**src/design/vlpci_pkg.sv**
```systemverilog
// Shared types, codes and constants of the legacy virtio PCI register block.
// No dependencies; vlpci_ring_calc and the top level refer to this package by scoped names.
package vlpci_pkg;

  localparam int unsigned MaxQueuesDef = 4;
  localparam int unsigned AddrW        = 44;
  localparam int unsigned PageShift    = 12;
  localparam int unsigned PageBytes    = 4096;
  localparam logic [31:0] AllOnes      = 32'hffff_ffff;

  // operation codes
  localparam logic [1:0] OpRead     = 2'd0;
  localparam logic [1:0] OpWrite    = 2'd1;
  localparam logic [1:0] OpComplete = 2'd2;

  // access width codes
  localparam logic [1:0] WidthByte = 2'd0;
  localparam logic [1:0] WidthHalf = 2'd1;
  localparam logic [1:0] WidthWord = 2'd2;

  // header offsets
  localparam logic [7:0] OffDevFeat   = 8'd0;
  localparam logic [7:0] OffGuestFeat = 8'd4;
  localparam logic [7:0] OffQueuePage = 8'd8;
  localparam logic [7:0] OffQueueSize = 8'd12;
  localparam logic [7:0] OffQueueSel  = 8'd14;
  localparam logic [7:0] OffNotify    = 8'd16;
  localparam logic [7:0] OffStatus    = 8'd18;
  localparam logic [7:0] OffIsr       = 8'd19;

  // configuration register indexes
  localparam logic [1:0] CfgDevFeat   = 2'd0;
  localparam logic [1:0] CfgNumQueues = 2'd1;
  localparam logic [1:0] CfgRingSize  = 2'd2;
  localparam logic [1:0] CfgIoSize    = 2'd3;

  // configuration reset values
  localparam logic [31:0] DevFeatRst   = 32'd0;
  localparam logic [2:0]  NumQueuesRst = 3'd1;
  localparam logic [15:0] RingSizeRst  = 16'd256;
  localparam logic [7:0]  IoSizeRst    = 8'd20;

  typedef struct packed {
    logic [AddrW-1:0] desc;
    logic [AddrW-1:0] avail;
    logic [AddrW-1:0] used;
  } ring_addr_t;

endpackage

```
**src/design/vlpci_ram.sv**
```systemverilog
// Generic single-write, single-read RAM with registered read data.
// Depends on nothing.
module vlpci_ram #(
  parameter int unsigned Width = 32,
  parameter int unsigned Depth = 4,
  localparam int unsigned Aw = (Depth > 1) ? $clog2(Depth) : 1
) (
  input  logic             clk_i,
  input  logic             we_i,
  input  logic [Aw-1:0]    waddr_i,
  input  logic [Width-1:0] wdata_i,
  input  logic [Aw-1:0]    raddr_i,
  output logic [Width-1:0] rdata_o
);

  logic [Width-1:0] mem_q [Depth];
  logic [Width-1:0] rdata_q;

  always_ff @(posedge clk_i) begin
    if (we_i) begin
      mem_q[waddr_i] <= wdata_i;
    end
    rdata_q <= mem_q[raddr_i];
  end

  assign rdata_o = rdata_q;

endmodule

```
**src/design/vlpci_qtable.sv**
```systemverilog
// Queue page table: RAM plus per-entry valid bits (unwritten entries read zero)
// and a write-to-read bypass. Depends on vlpci_ram.
module vlpci_qtable #(
  parameter int unsigned MaxQueues = 4,
  localparam int unsigned Qw = (MaxQueues > 1) ? $clog2(MaxQueues) : 1
) (
  input  logic          clk_i,
  input  logic          rst_ni,
  input  logic [Qw-1:0] raddr_i,
  input  logic          we_i,
  input  logic [Qw-1:0] waddr_i,
  input  logic [31:0]   wdata_i,
  output logic [31:0]   rdata_o
);

  logic [MaxQueues-1:0] valid_q, valid_d;
  logic                 rd_valid_q;
  logic                 byp_hit_q;
  logic [31:0]          byp_data_q;
  logic [31:0]          ram_rdata;

  vlpci_ram #(
    .Width(32),
    .Depth(MaxQueues)
  ) u_ram (
    .clk_i  (clk_i),
    .we_i   (we_i),
    .waddr_i(waddr_i),
    .wdata_i(wdata_i),
    .raddr_i(raddr_i),
    .rdata_o(ram_rdata)
  );

  always_comb begin
    valid_d = valid_q;
    if (we_i) begin
      valid_d[waddr_i] = 1'b1;
    end
  end

  always_ff @(posedge clk_i or negedge rst_ni) begin
    if (!rst_ni) begin
      valid_q    <= '0;
      rd_valid_q <= 1'b0;
      byp_hit_q  <= 1'b0;
    end else begin
      valid_q    <= valid_d;
      rd_valid_q <= valid_q[raddr_i];
      byp_hit_q  <= we_i && (waddr_i == raddr_i);
    end
  end

  always_ff @(posedge clk_i) begin
    byp_data_q <= wdata_i;
  end

  // a write in the same cycle as the read wins over the stale RAM word
  assign rdata_o = byp_hit_q  ? byp_data_q :
                   rd_valid_q ? ram_rdata  : 32'd0;

endmodule

```
**src/design/vlpci_ring_calc.sv**
```systemverilog
// Ring layout arithmetic: descriptor, available and used ring addresses.
// Depends on vlpci_pkg.
module vlpci_ring_calc (
  input  logic [31:0]             page_i,
  input  logic [15:0]             ring_size_i,
  output vlpci_pkg::ring_addr_t   addr_o
);

  localparam int unsigned AddrW = vlpci_pkg::AddrW;
  localparam int unsigned Ps    = vlpci_pkg::PageShift;

  logic [20:0] span;
  logic [20:0] span_rnd;
  logic [8:0]  span_pages;

  // used ring starts at the first page boundary at least 18 bytes per entry plus 4 past the base
  assign span       = 21'(ring_size_i) * 21'd18 + 21'd4;
  assign span_rnd   = span + 21'(vlpci_pkg::PageBytes - 1);
  assign span_pages = span_rnd[20:Ps];

  assign addr_o.desc  = {page_i, {Ps{1'b0}}};
  assign addr_o.avail = addr_o.desc + AddrW'({ring_size_i, 4'b0000});
  assign addr_o.used  = {page_i + 32'(span_pages), {Ps{1'b0}}};

endmodule

```
**src/design/virtio_legacy_pci_register_file_unit.sv**
```systemverilog
// Legacy virtio PCI register block, top level.
// A transaction passes through the input register and the result register; its result
// is on the outputs, with done_o high, once the result register has captured it.
// Throughput: one transaction per cycle; busy stays low, the receiver cannot stall.
// Reset: asynchronous, active low; clears all header state and the queue table
// valid bits, and loads the configuration registers with their defaults.
module virtio_legacy_pci_register_file_unit #(
  parameter int unsigned MaxQueues = vlpci_pkg::MaxQueuesDef,
  localparam int unsigned Qw = (MaxQueues > 1) ? $clog2(MaxQueues) : 1
) (
  input  logic        clk_i,
  input  logic        rst_ni,
  // transaction port
  input  logic        start,
  output logic        busy,
  input  logic [1:0]  op_i,
  input  logic [7:0]  offset_i,
  input  logic [1:0]  width_i,
  input  logic [31:0] wdata_i,
  // configuration port
  input  logic        cfg_we_i,
  input  logic [1:0]  cfg_idx_i,
  input  logic [31:0] cfg_wdata_i,
  // result port
  output logic        done_o,
  output logic [31:0] rdata_o,
  output logic        notify_valid_o,
  output logic [7:0]  notify_queue_o,
  output logic        irq_pulse_o,
  output logic        ring_set_o,
  output logic [43:0] desc_addr_o,
  output logic [43:0] avail_addr_o,
  output logic [43:0] used_addr_o
);

  localparam int unsigned AddrW = vlpci_pkg::AddrW;

  // Queue q is usable below both the configured count and the table depth.
  function automatic logic q_usable(logic [15:0] q, logic [2:0] nq);
    return (q < 16'(nq)) && (32'(q) < MaxQueues);
  endfunction

  // ---------------------------------------------------------------------------
  // Configuration registers
  // ---------------------------------------------------------------------------
  logic [31:0] dev_feat_q;
  logic [2:0]  num_queues_q;
  logic [15:0] ring_size_q;
  logic [7:0]  io_size_q;

  always_ff @(posedge clk_i or negedge rst_ni) begin
    if (!rst_ni) begin
      dev_feat_q   <= vlpci_pkg::DevFeatRst;
      num_queues_q <= vlpci_pkg::NumQueuesRst;
      ring_size_q  <= vlpci_pkg::RingSizeRst;
      io_size_q    <= vlpci_pkg::IoSizeRst;
    end else if (cfg_we_i) begin
      unique case (cfg_idx_i)
        vlpci_pkg::CfgDevFeat:   dev_feat_q   <= cfg_wdata_i;
        vlpci_pkg::CfgNumQueues: num_queues_q <= cfg_wdata_i[2:0];
        vlpci_pkg::CfgRingSize:  ring_size_q  <= cfg_wdata_i[15:0];
        vlpci_pkg::CfgIoSize:    io_size_q    <= cfg_wdata_i[7:0];
        default: ;
      endcase
    end
  end

  // ---------------------------------------------------------------------------
  // Input register: capture every accepted transaction; never stall
  // ---------------------------------------------------------------------------
  logic        accept;
  logic        s_valid_q;
  logic [1:0]  s_op_q;
  logic [7:0]  s_off_q;
  logic [1:0]  s_width_q;
  logic [31:0] s_wdata_q;

  assign busy   = 1'b0;
  assign accept = start && !busy;

  always_ff @(posedge clk_i or negedge rst_ni) begin
    if (!rst_ni) begin
      s_valid_q <= 1'b0;
    end else begin
      s_valid_q <= accept;
    end
  end

  always_ff @(posedge clk_i) begin
    if (accept) begin
      s_op_q    <= op_i;
      s_off_q   <= offset_i;
      s_width_q <= width_i;
      s_wdata_q <= wdata_i;
    end
  end

  // ---------------------------------------------------------------------------
  // Header state
  // ---------------------------------------------------------------------------
  logic [31:0] guest_feat_q, guest_feat_d;
  logic [15:0] sel_queue_q, sel_queue_d;
  logic [31:0] addr_shadow_q, addr_shadow_d;
  logic [15:0] size_shadow_q, size_shadow_d;
  logic [15:0] last_notify_q, last_notify_d;
  logic [7:0]  status_q, status_d;
  logic [7:0]  isr_q, isr_d;

  // Queue page table. The page for a queue select is read while the
  // transaction sits at the input port, so it is ready once the input register holds it.
  logic          qt_we;
  logic [Qw-1:0] qt_waddr;
  logic [31:0]   qt_rdata;

  vlpci_qtable #(
    .MaxQueues(MaxQueues)
  ) u_qtable (
    .clk_i  (clk_i),
    .rst_ni (rst_ni),
    .raddr_i(wdata_i[Qw-1:0]),
    .we_i   (qt_we),
    .waddr_i(qt_waddr),
    .wdata_i(s_wdata_q),
    .rdata_o(qt_rdata)
  );

  vlpci_pkg::ring_addr_t ring_addr;

  vlpci_ring_calc u_ring_calc (
    .page_i     (s_wdata_q),
    .ring_size_i(ring_size_q),
    .addr_o     (ring_addr)
  );

  // ---------------------------------------------------------------------------
  // Decode and execute
  // ---------------------------------------------------------------------------
  logic        in_region;
  logic [7:0]  room;
  logic        fits;
  logic        is_word, is_half, is_byte;
  logic [31:0] rdata_d;
  logic        nvalid_d;
  logic [7:0]  nqueue_d;
  logic        irq_d;
  logic        rset_d;

  assign in_region = s_off_q < io_size_q;
  assign room      = io_size_q - s_off_q;
  assign is_word   = s_width_q == vlpci_pkg::WidthWord;
  assign is_half   = s_width_q == vlpci_pkg::WidthHalf;
  assign is_byte   = s_width_q == vlpci_pkg::WidthByte;
  // width code three never fits
  assign fits      = is_byte || (is_half && room > 8'd1) || (is_word && room > 8'd3);

  assign qt_waddr = sel_queue_q[Qw-1:0];

  always_comb begin
    guest_feat_d  = guest_feat_q;
    sel_queue_d   = sel_queue_q;
    addr_shadow_d = addr_shadow_q;
    size_shadow_d = size_shadow_q;
    last_notify_d = last_notify_q;
    status_d      = status_q;
    isr_d         = isr_q;
    qt_we         = 1'b0;
    rdata_d       = 32'd0;
    nvalid_d      = 1'b0;
    nqueue_d      = 8'd0;
    irq_d         = 1'b0;
    rset_d        = 1'b0;

    if (s_valid_q) begin
      if (s_op_q == vlpci_pkg::OpComplete) begin
        isr_d = isr_q | 8'd1;
        irq_d = 1'b1;
      end else if (s_op_q == vlpci_pkg::OpRead && in_region) begin
        priority if (is_word && s_off_q == vlpci_pkg::OffDevFeat) begin
          rdata_d = dev_feat_q;
        end else if (is_word && s_off_q == vlpci_pkg::OffGuestFeat) begin
          rdata_d = guest_feat_q;
        end else if (is_word && s_off_q == vlpci_pkg::OffQueuePage) begin
          rdata_d = addr_shadow_q;
        end else if (is_half && s_off_q == vlpci_pkg::OffQueueSize) begin
          rdata_d = 32'(size_shadow_q);
        end else if (is_half && s_off_q == vlpci_pkg::OffQueueSel) begin
          rdata_d = 32'(sel_queue_q);
        end else if (is_half && s_off_q == vlpci_pkg::OffNotify) begin
          rdata_d = 32'(last_notify_q);
        end else if (is_byte && s_off_q == vlpci_pkg::OffStatus) begin
          rdata_d = 32'(status_q);
        end else if (is_byte && s_off_q == vlpci_pkg::OffIsr) begin
          rdata_d = 32'(isr_q);
        end else begin
          rdata_d = fits ? 32'd0 : vlpci_pkg::AllOnes;
        end
      end else if (s_op_q == vlpci_pkg::OpWrite && in_region) begin
        if (is_word && s_off_q == vlpci_pkg::OffGuestFeat) begin
          guest_feat_d = s_wdata_q;
        end else if (is_word && s_off_q == vlpci_pkg::OffQueuePage) begin
          // store the page and report the ring layout for a usable queue only
          if (q_usable(sel_queue_q, num_queues_q)) begin
            qt_we  = 1'b1;
            rset_d = 1'b1;
          end
        end else if (is_half && s_off_q == vlpci_pkg::OffQueueSel) begin
          sel_queue_d = s_wdata_q[15:0];
          if (q_usable(s_wdata_q[15:0], num_queues_q)) begin
            addr_shadow_d = qt_rdata;
            size_shadow_d = ring_size_q;
          end else begin
            addr_shadow_d = 32'd0;
            size_shadow_d = 16'd0;
          end
        end else if (is_half && s_off_q == vlpci_pkg::OffNotify) begin
          last_notify_d = {8'd0, s_wdata_q[7:0]};
          if (q_usable({8'd0, s_wdata_q[7:0]}, num_queues_q)) begin
            nvalid_d = 1'b1;
            nqueue_d = s_wdata_q[7:0];
          end
        end else if (is_byte && s_off_q == vlpci_pkg::OffStatus) begin
          status_d = s_wdata_q[7:0];
        end
      end
    end
  end

  always_ff @(posedge clk_i or negedge rst_ni) begin
    if (!rst_ni) begin
      guest_feat_q  <= 32'd0;
      sel_queue_q   <= 16'd0;
      addr_shadow_q <= 32'd0;
      size_shadow_q <= 16'd0;
      last_notify_q <= 16'd0;
      status_q      <= 8'd0;
      isr_q         <= 8'd0;
    end else begin
      guest_feat_q  <= guest_feat_d;
      sel_queue_q   <= sel_queue_d;
      addr_shadow_q <= addr_shadow_d;
      size_shadow_q <= size_shadow_d;
      last_notify_q <= last_notify_d;
      status_q      <= status_d;
      isr_q         <= isr_d;
    end
  end

  // ---------------------------------------------------------------------------
  // Result register: one strobe per transaction
  // ---------------------------------------------------------------------------
  logic             done_q;
  logic [31:0]      rdata_q;
  logic             nvalid_q;
  logic [7:0]       nqueue_q;
  logic             irq_q;
  logic             rset_q;
  logic [AddrW-1:0] desc_q, avail_q, used_q;

  always_ff @(posedge clk_i or negedge rst_ni) begin
    if (!rst_ni) begin
      done_q <= 1'b0;
    end else begin
      done_q <= s_valid_q;
    end
  end

  always_ff @(posedge clk_i) begin
    rdata_q  <= rdata_d;
    nvalid_q <= nvalid_d;
    nqueue_q <= nqueue_d;
    irq_q    <= irq_d;
    rset_q   <= rset_d;
    // addresses read zero unless a ring was set up
    desc_q   <= rset_d ? ring_addr.desc  : '0;
    avail_q  <= rset_d ? ring_addr.avail : '0;
    used_q   <= rset_d ? ring_addr.used  : '0;
  end

  assign done_o         = done_q;
  assign rdata_o        = rdata_q;
  assign notify_valid_o = nvalid_q;
  assign notify_queue_o = nqueue_q;
  assign irq_pulse_o    = irq_q;
  assign ring_set_o     = rset_q;
  assign desc_addr_o    = desc_q;
  assign avail_addr_o   = avail_q;
  assign used_addr_o    = used_q;

endmodule
```
**config.mk**
```make
export PLATFORM = sky130hd
export DESIGN_NAME = virtio_legacy_pci_register_file_unit
export DESIGN_NICKNAME = d
export VERILOG_FILES = /design/src/design/vlpci_pkg.sv /design/src/design/vlpci_ram.sv /design/src/design/vlpci_qtable.sv /design/src/design/vlpci_ring_calc.sv /design/src/design/virtio_legacy_pci_register_file_unit.sv
export SDC_FILE = /design/constraint.sdc
export NUM_CORES = 1
export LEC_CHECK = 0
export BUFFER_PORTS_ARGS = -buffer_cell sky130_fd_sc_hd__buf_2
export CAP_MARGIN = 20
export CORE_MARGIN = 2
export CORE_UTILIZATION = 40
export CTS_BUF_LIST = sky130_fd_sc_hd__clkbuf_16
export DETAILED_ROUTE_END_ITERATION = 8
export HOLD_SLACK_MARGIN = 0.15
export SYNTH_ARGS = -nofsm -noshare
export SYNTH_HDL_FRONTEND = slang
export SYNTH_SLANG_ARGS = --single-unit
```
**constraint.sdc**
```tcl
create_clock -name clk_i -period 8 [get_ports clk_i]
set_input_delay 1.6 -clock clk_i [delete_from_list [all_inputs] [get_ports clk_i]]
set_output_delay 1.6 -clock clk_i [all_outputs]
set_load 0.02 [all_outputs]
```
Yosys cells after proc, flatten, opt, wreduce, memory -nomap -nowiden
Memory sizes are Yosys's and may differ from the RTL's. A register that Yosys moved wholly into a read port is not among the register bits.
Cells that the tools add are included.
{"block": "op_classes", "n_mul": 1, "mux": 28, "magnitude_cmp": 12, "bitwise": 10, "n_reduce_logical": 35, "addsub": 5, "eq_ne": 15}
{"op": "$mux 32", "n": 12}
{"op": "$add 44x20->44", "n": 1}
{"op": "$add 32x9->32", "n": 1}
{"op": "$lt 16x3->1", "n": 2}
{"op": "$lt 16x3->1 const B", "n": 2}
{"op": "$eq 8x4->1 const B", "n": 3}
{"op": "$eq 8x5->1 const B", "n": 3}
{"op": "$add 21x12->21 const B", "n": 1}
{"op": "$add 21x3->21 const B", "n": 1}
{"op": "$mul 16x4->20 const B", "n": 1}
{"op": "$logic_and 1x1->1", "n": 17}
{"op": "$mux 16", "n": 1}
{"op": "$mux 1", "n": 13}
{"op": "$reduce_and 2->1", "n": 5}
{"op": "$not 1->1", "n": 9}
{"op": "$reduce_and 9->1", "n": 1}
{"op": "$reduce_or 9->1", "n": 1}
{"op": "$eq 2x2->1 const B", "n": 4}
{"op": "$eq 8x3->1 const B", "n": 1}
{"op": "$gt 8x1->1 const B", "n": 1}
{"op": "$gt 8x2->1 const B", "n": 1}
{"op": "$logic_not 8->1", "n": 1}
{"op": "$lt 8x3->1", "n": 1}
{"op": "$lt 8x3->1 const B", "n": 1}
{"op": "other kinds (16)", "n": 22}
{"block": "totals", "elab_cells": 136, "out_inout_bits": 177, "ff_bits": 407, "n_memories": 1, "mem_bits_rw": 128}
{"memory": "u_qtable.u_ram.mem_q", "depth": 4, "width": 32, "rd": 1, "rd_ports_with_merged_regs": 1, "write_ports": 1, "line_no": "vlpci_ram.sv:16", "source": "logic [Width-1:0] mem_q [Depth];"}

Longest topological paths before layout
{"block": "logic_depth", "ltp_word": 14, "depth_mapped": 20}

Cells and area by module
From an unflattened synthesis, not the netlist that was laid out.
{"block": "unflattened", "hier_cells": 1941, "hier_area_um2": 24461.0}
{"mod": "virtio_legacy_pci_register_file_unit", "area_each_um2": 14792.9, "instances": 1, "cells_each": 1233}
{"mod": "vlpci_ram", "area_each_um2": 5330.1, "instances": 1, "cells_each": 203}
{"mod": "vlpci_ring_calc", "area_each_um2": 3100.5, "instances": 1, "cells_each": 415}
{"mod": "vlpci_qtable", "area_each_um2": 1237.4, "instances": 1, "cells_each": 90}

Worst setup path after synthesis
Ideal clock, no wire load.
{"block": "synth_path", "path_type": "register to register", "startpoint": "reg s_off_q[2]", "endpoint": "mem u_qtable.u_ram.mem_q[1][0], enable pin", "period_less_slack_ns": 4.826, "n_path_buf": 1, "arrival_ns": 4.364, "stages_incl_launch_ff": 11, "setup_time_ns": 0.463, "setup_slack_ns": 3.174, "cell_sequence": "edfxtp_1 > clkbuf_1 > inv_1 > ha_1 > a21oi_1 > o21a_1 > o21ai_1 > a21oi_1 > nor3b_1 > nand4_1 > nor3_1"}
{"block": "synth_between", "elab_chain_cells": 10}
{"item": "start, declared", "line_no": "virtio_legacy_pci_register_file_unit.sv:74", "source": "logic [7:0] s_off_q;"}
{"item": "start signal, assigned", "line_no": "virtio_legacy_pci_register_file_unit.sv:92", "source": "s_off_q <= offset_i;"}
{"item": "branches (longest 5 deep; another with $lt 8x8->1)"}
{"item": "$mux 1 *", "line_no": "virtio_legacy_pci_register_file_unit.sv:177", "source": "end else if (s_op_q == vlpci_pkg::OpRead && in_region) begin"}
{"item": "$mux 1 *", "line_no": "virtio_legacy_pci_register_file_unit.sv:174", "source": "if (s_op_q == vlpci_pkg::OpComplete) begin"}
{"item": "$mux 1 *", "line_no": "virtio_legacy_pci_register_file_unit.sv:173", "source": "if (s_valid_q) begin"}
{"item": "$mux 1 *", "line_no": "vlpci_ram.sv:20", "source": "if (we_i) begin"}
{"item": "$mux 1 (implied by the code) *", "line_no": "vlpci_ram.sv:21", "source": "mem_q[waddr_i] <= wdata_i;"}
{"item": "end, declared", "line_no": "vlpci_ram.sv:16"}
Mark *: on every way between the ends.

Final worst setup path
{"block": "layout_path", "startpoint": "reg ring_size_q[1]", "endpoint": "reg used_q[36] (netlist: used_addr_o[36])"}
{"block": "layout_between", "elab_chain_cells": 4}
{"item": "start, declared", "line_no": "virtio_legacy_pci_register_file_unit.sv:48", "source": "logic [15:0] ring_size_q;"}
{"item": "start signal, assigned", "line_no": "virtio_legacy_pci_register_file_unit.sv:55", "source": "ring_size_q <= vlpci_pkg::RingSizeRst;"}
{"item": "start signal, assigned", "line_no": "virtio_legacy_pci_register_file_unit.sv:61", "source": "vlpci_pkg::CfgRingSize: ring_size_q <= cfg_wdata_i[15:0];"}
{"item": "$mul 16x4->20", "line_no": "vlpci_ring_calc.sv:17", "source": "assign span = 21'(ring_size_i) * 21'd18 + 21'd4;"}
{"item": "$add 21x3->21", "line_no": "vlpci_ring_calc.sv:17"}
{"item": "$add 21x12->21", "line_no": "vlpci_ring_calc.sv:18", "source": "assign span_rnd = span + 21'(vlpci_pkg::PageBytes - 1);"}
{"item": "$add 32x9->32", "line_no": "vlpci_ring_calc.sv:23", "source": "assign addr_o.used = {page_i + 32'(span_pages), {Ps{1'b0}}};"}
{"item": "end signal, assigned", "line_no": "virtio_legacy_pci_register_file_unit.sv:276", "source": "used_q <= rset_d ? ring_addr.used : '0;"}
{"item": "end, declared", "line_no": "virtio_legacy_pci_register_file_unit.sv:257", "source": "logic [AddrW-1:0] desc_q, avail_q, used_q;"}
Every way passes these cells.
A chain may end at the register's enable or synchronous reset.

==> impl_metrics.ini <==
[run_status]
outcome = finished clean

[clocking]
postCtsSetupBuffers = 0
post_cts.resized_instances = 0
cts_tree = done
cts_buffers = 57
cts_htree_levels = 2
cts.clk_slew.worst_paths_ps = 60
clock_sinks = 563
hold_buffers = 0
worstSkewPairLatency_ps = 640
cts_buffer_depth = 3
cts_root_buffer = clkbuf_16

[setup_path]
critPathLaunch = ring_size_q[1]
crit_family = adder cells
crit_chain = ha_1, ha_1, inv_1, fa_1, nand4b_1, or4_4, nor4b_4, xnor2_1, ha_1, fa_1, a21o_1, a21oi_1, o21ai_0, a31o_2, a21oi_1, buf_4, nor4_1, xnor2_1, nor2_1
crit_path_max_incr_delay_ps = 520
reg2reg_from = ring_size_q[1]
cp.arrival_ps = 5540
crit_required_ps = 8500
end_kind = register
critPathMaxFanout = 12
setup.worst_path.start_class = register
cp_num_buf_inv = 2
worstSetupPathType = reg -> reg
cpMaxStageDelayCell = or4_4
crit_top_cell = ha_1

[cells_and_area]
finalNetCount = 2076
area_growth_pct = 17.4
fillers = 4948
layout-drive-gt1-share_pct = 25.8

[global_routing]
met1_usage_pct = 28.7
grt-ovfl-total = 0
met2_usage_pct = 32.8
grt.total_usage_pct = 20.7
grt_max_degree = 109
grt_antenna_before_repair = 3
grt_pass1_vias = 14500
grt.busiest_layer = met2
grt_pass1_wl_mm = 89.6
gr-usage-met3_pct = 3.87

[sta]
setup_viol = 0
worst_slew_pin_slew_ps = 1020
tns_ps = 0
hold_viol = 0
period_share_pct = 62.9
rsz0062_at_grt = false
min_period_ps = 5030
fmax_ghz = 0.199
relSlewSlack_pct = 32.0
hold-worst-slack_ps = 374
finalClockSkew_ps = 32.0
finalMaxSlewViolations = 0

[place]
gp_congestion = 0.867
hpwl_mm = 38.9
io_buffer_count = 229

[yosys]
synth_top_cell_by_area = edfxtp_1
synth-edff-count = 172
ys_seq_elements = 563
synth-main-ff-cell = dfxtp_1
synth_commonest_cells = 211 x dfxtp_1, 176 x dfrtp_1, 172 x edfxtp_1, 127 x nand2_1, 91 x nor2_1
synthTopCellsByArea = edfxtp_1 23%, dfrtp_1 20%, dfxtp_1 19%
syn-cell-area_sq_mm = 0.0222
avgSynthCellArea_sq_um = 13.0
synth_cell_types = 77
ys_warn_count = 0
seq_area_frac_synth_pct = 62.7
syn_inst = 1702
synth_top_area_share_pct = 23.3
async_reset_ff_share_pct = 32.0
synth.most_common_cell = dfxtp_1

[route]
vias_per_cell = 5.28
drt_iter0_drc = 1115
post-route-drc-count = 0
totalWireLength_mm = 59.2
num_vias = 14400
dr.pass1.iters = 8
avgRoutedWirePerCell_microns = 21.7
drtAntennaViolNets = 0

[power_and_ir_drop]
powerDensity_mw_per_mm2 = 269
leakagePower_nw = 10.8
ir_drop_mv = 0.187
power_mw = 7.00

[floorplanning]
core_region_area_sq_mm = 0.0550
num_rows = 86
die_area_sq_mm = 0.0573
die_w_microns = 239
initial_core_util_pct = 40.3
io_pins = 259
die_h_microns = 239

[hold_path]
hold_path.class = reg -> reg
min_from = s_valid_q

[flow_run]
cap_viol_max_count = 0
==> metrics by stage <==
| step | util [%] | area (sq um) | cells | setup slack [ps] |
|---|---|---|---|---|
| after global routing | 47.3 | 26000 | 2732 | 2730 |
| after global placement | 43.8 | 24100 | 2621 | 3050 |
| after CTS | 47.2 | 26000 | 2730 | 2990 |
| after floorplan | - | 22300 | 1736 | 3170 |
| final | 47.3 | 26000 | 2735 | 2970 |
| after detailed placement | 43.8 | 24100 | 2622 | 2980 |
==> final cells by class <==
class | count | area, sq um | share of cell area [%]
tap | 748 | 936 | 3.60
sequential | 563 | 13900 | 53.4
clock buffer | 58 | 1450 | 5.58
antenna | 3 | 7.51 | 0.0288
timing repair buffer | 261 | 1420 | 5.45
clock inverter | 50 | 438 | 1.68
multi-input combinational | 1019 | 7750 | 29.8
inverter | 33 | 124 | 0.476
==> registers in the layout, summed over array words and instances (netlist names), 3 cells and up <==
name                    cells
dev_feat_q                 32
addr_shadow_q              32
ring_size_q                16
u_qtable.u_ram.rdata_o     32
u_qtable.byp_data_q        32
used_addr_o                32
size_shadow_q              16
s_off_q                     8
sel_queue_q                16
num_queues_q                3
rdata_o                    32
io_size_q                   8
guest_feat_q               32
notify_queue_o              8
last_notify_q               8
s_wdata_q                  32
status_q                    8
avail_addr_o               40
u_qtable.u_ram.mem_q      128
desc_addr_o                32
u_qtable.valid_q            4
==> worst register-to-register path, delay by kind of cell (launching register included) <==
kind	cells	cell delay (ps)
adders and majority gates	5	1550
DFF	1	430
and+or+nand+nor	5	1330
xor gates and xnor gates	2	300
AOI/OAI and AO/OA	5	1010
buffers and inverters	2	310
==> per-layer routing <==
metal | share of wire (%) | vias to the layer above
li1 | - | 6611
met5 | 0 | -
met4 | 2.9 | 0
met1 | 44 | 7222
met2 | 46 | 510
met3 | 6.6 | 101
==> where the power goes <==
group	leakage, nW	switching [mW]	internal, mW	total (mW)
sequential	5.68	0.124	3.07	3.19
clock	0.977	1.16	1.50	2.66
combinational	4.16	0.662	0.488	1.15
==> cells by family after synthesis <==
family                   Yosys count  share of synthesized area, %
flip-flops                       563                          62.7
AND/OR/NAND/NOR                  408                          9.11
AO/OA/AOI/OAI                    291                          9.20
buffers and inverters            154                          3.23
multiplexers                     151                          9.34
XOR/XNOR                          75                          2.96
adder cells (fa/ha/maj)           59                          3.46
other                              1                        0.0169
==> final timing paths <==
kind / to / slack, ps / depth (start not counted)
max in group asynchronous: dev_feat_q[21] / 5990 / 2
max reg2reg: used_addr_o[36] / 2970 / 19
min in group asynchronous: io_size_q[7] / 800 / 1
min: done_o / 370 / 0
max: used_addr_o[36] / 2970 / 19
min reg2reg: done_o / 370 / 0
==> placed cells by master, fill, tap and decap left out, types with 9 or more instances in the layout <==
cell,count
mux2_1,28
buf_4,29
xor2_1,42
a22oi_1,32
a21o_1,10
nand3_1,25
clkbuf_16,58
and2_1,47
buf_2,229
xnor2_1,33
a21oi_1,70
ha_1,55
o221ai_1,28
dfxtp_1,211
mux4_2,33
nor4_1,14
clkinv_2,12
a222oi_1,9
inv_1,43
dfrtp_1,175
and3_1,12
nor3_1,21
edfxtp_1,172
o31ai_1,33
mux2_2,90
nand2_1,127
o21ai_0,26
nor2_1,90
conb_1,35
o21ai_1,24
nand4_1,16
(Power assumes the default switching activity.)
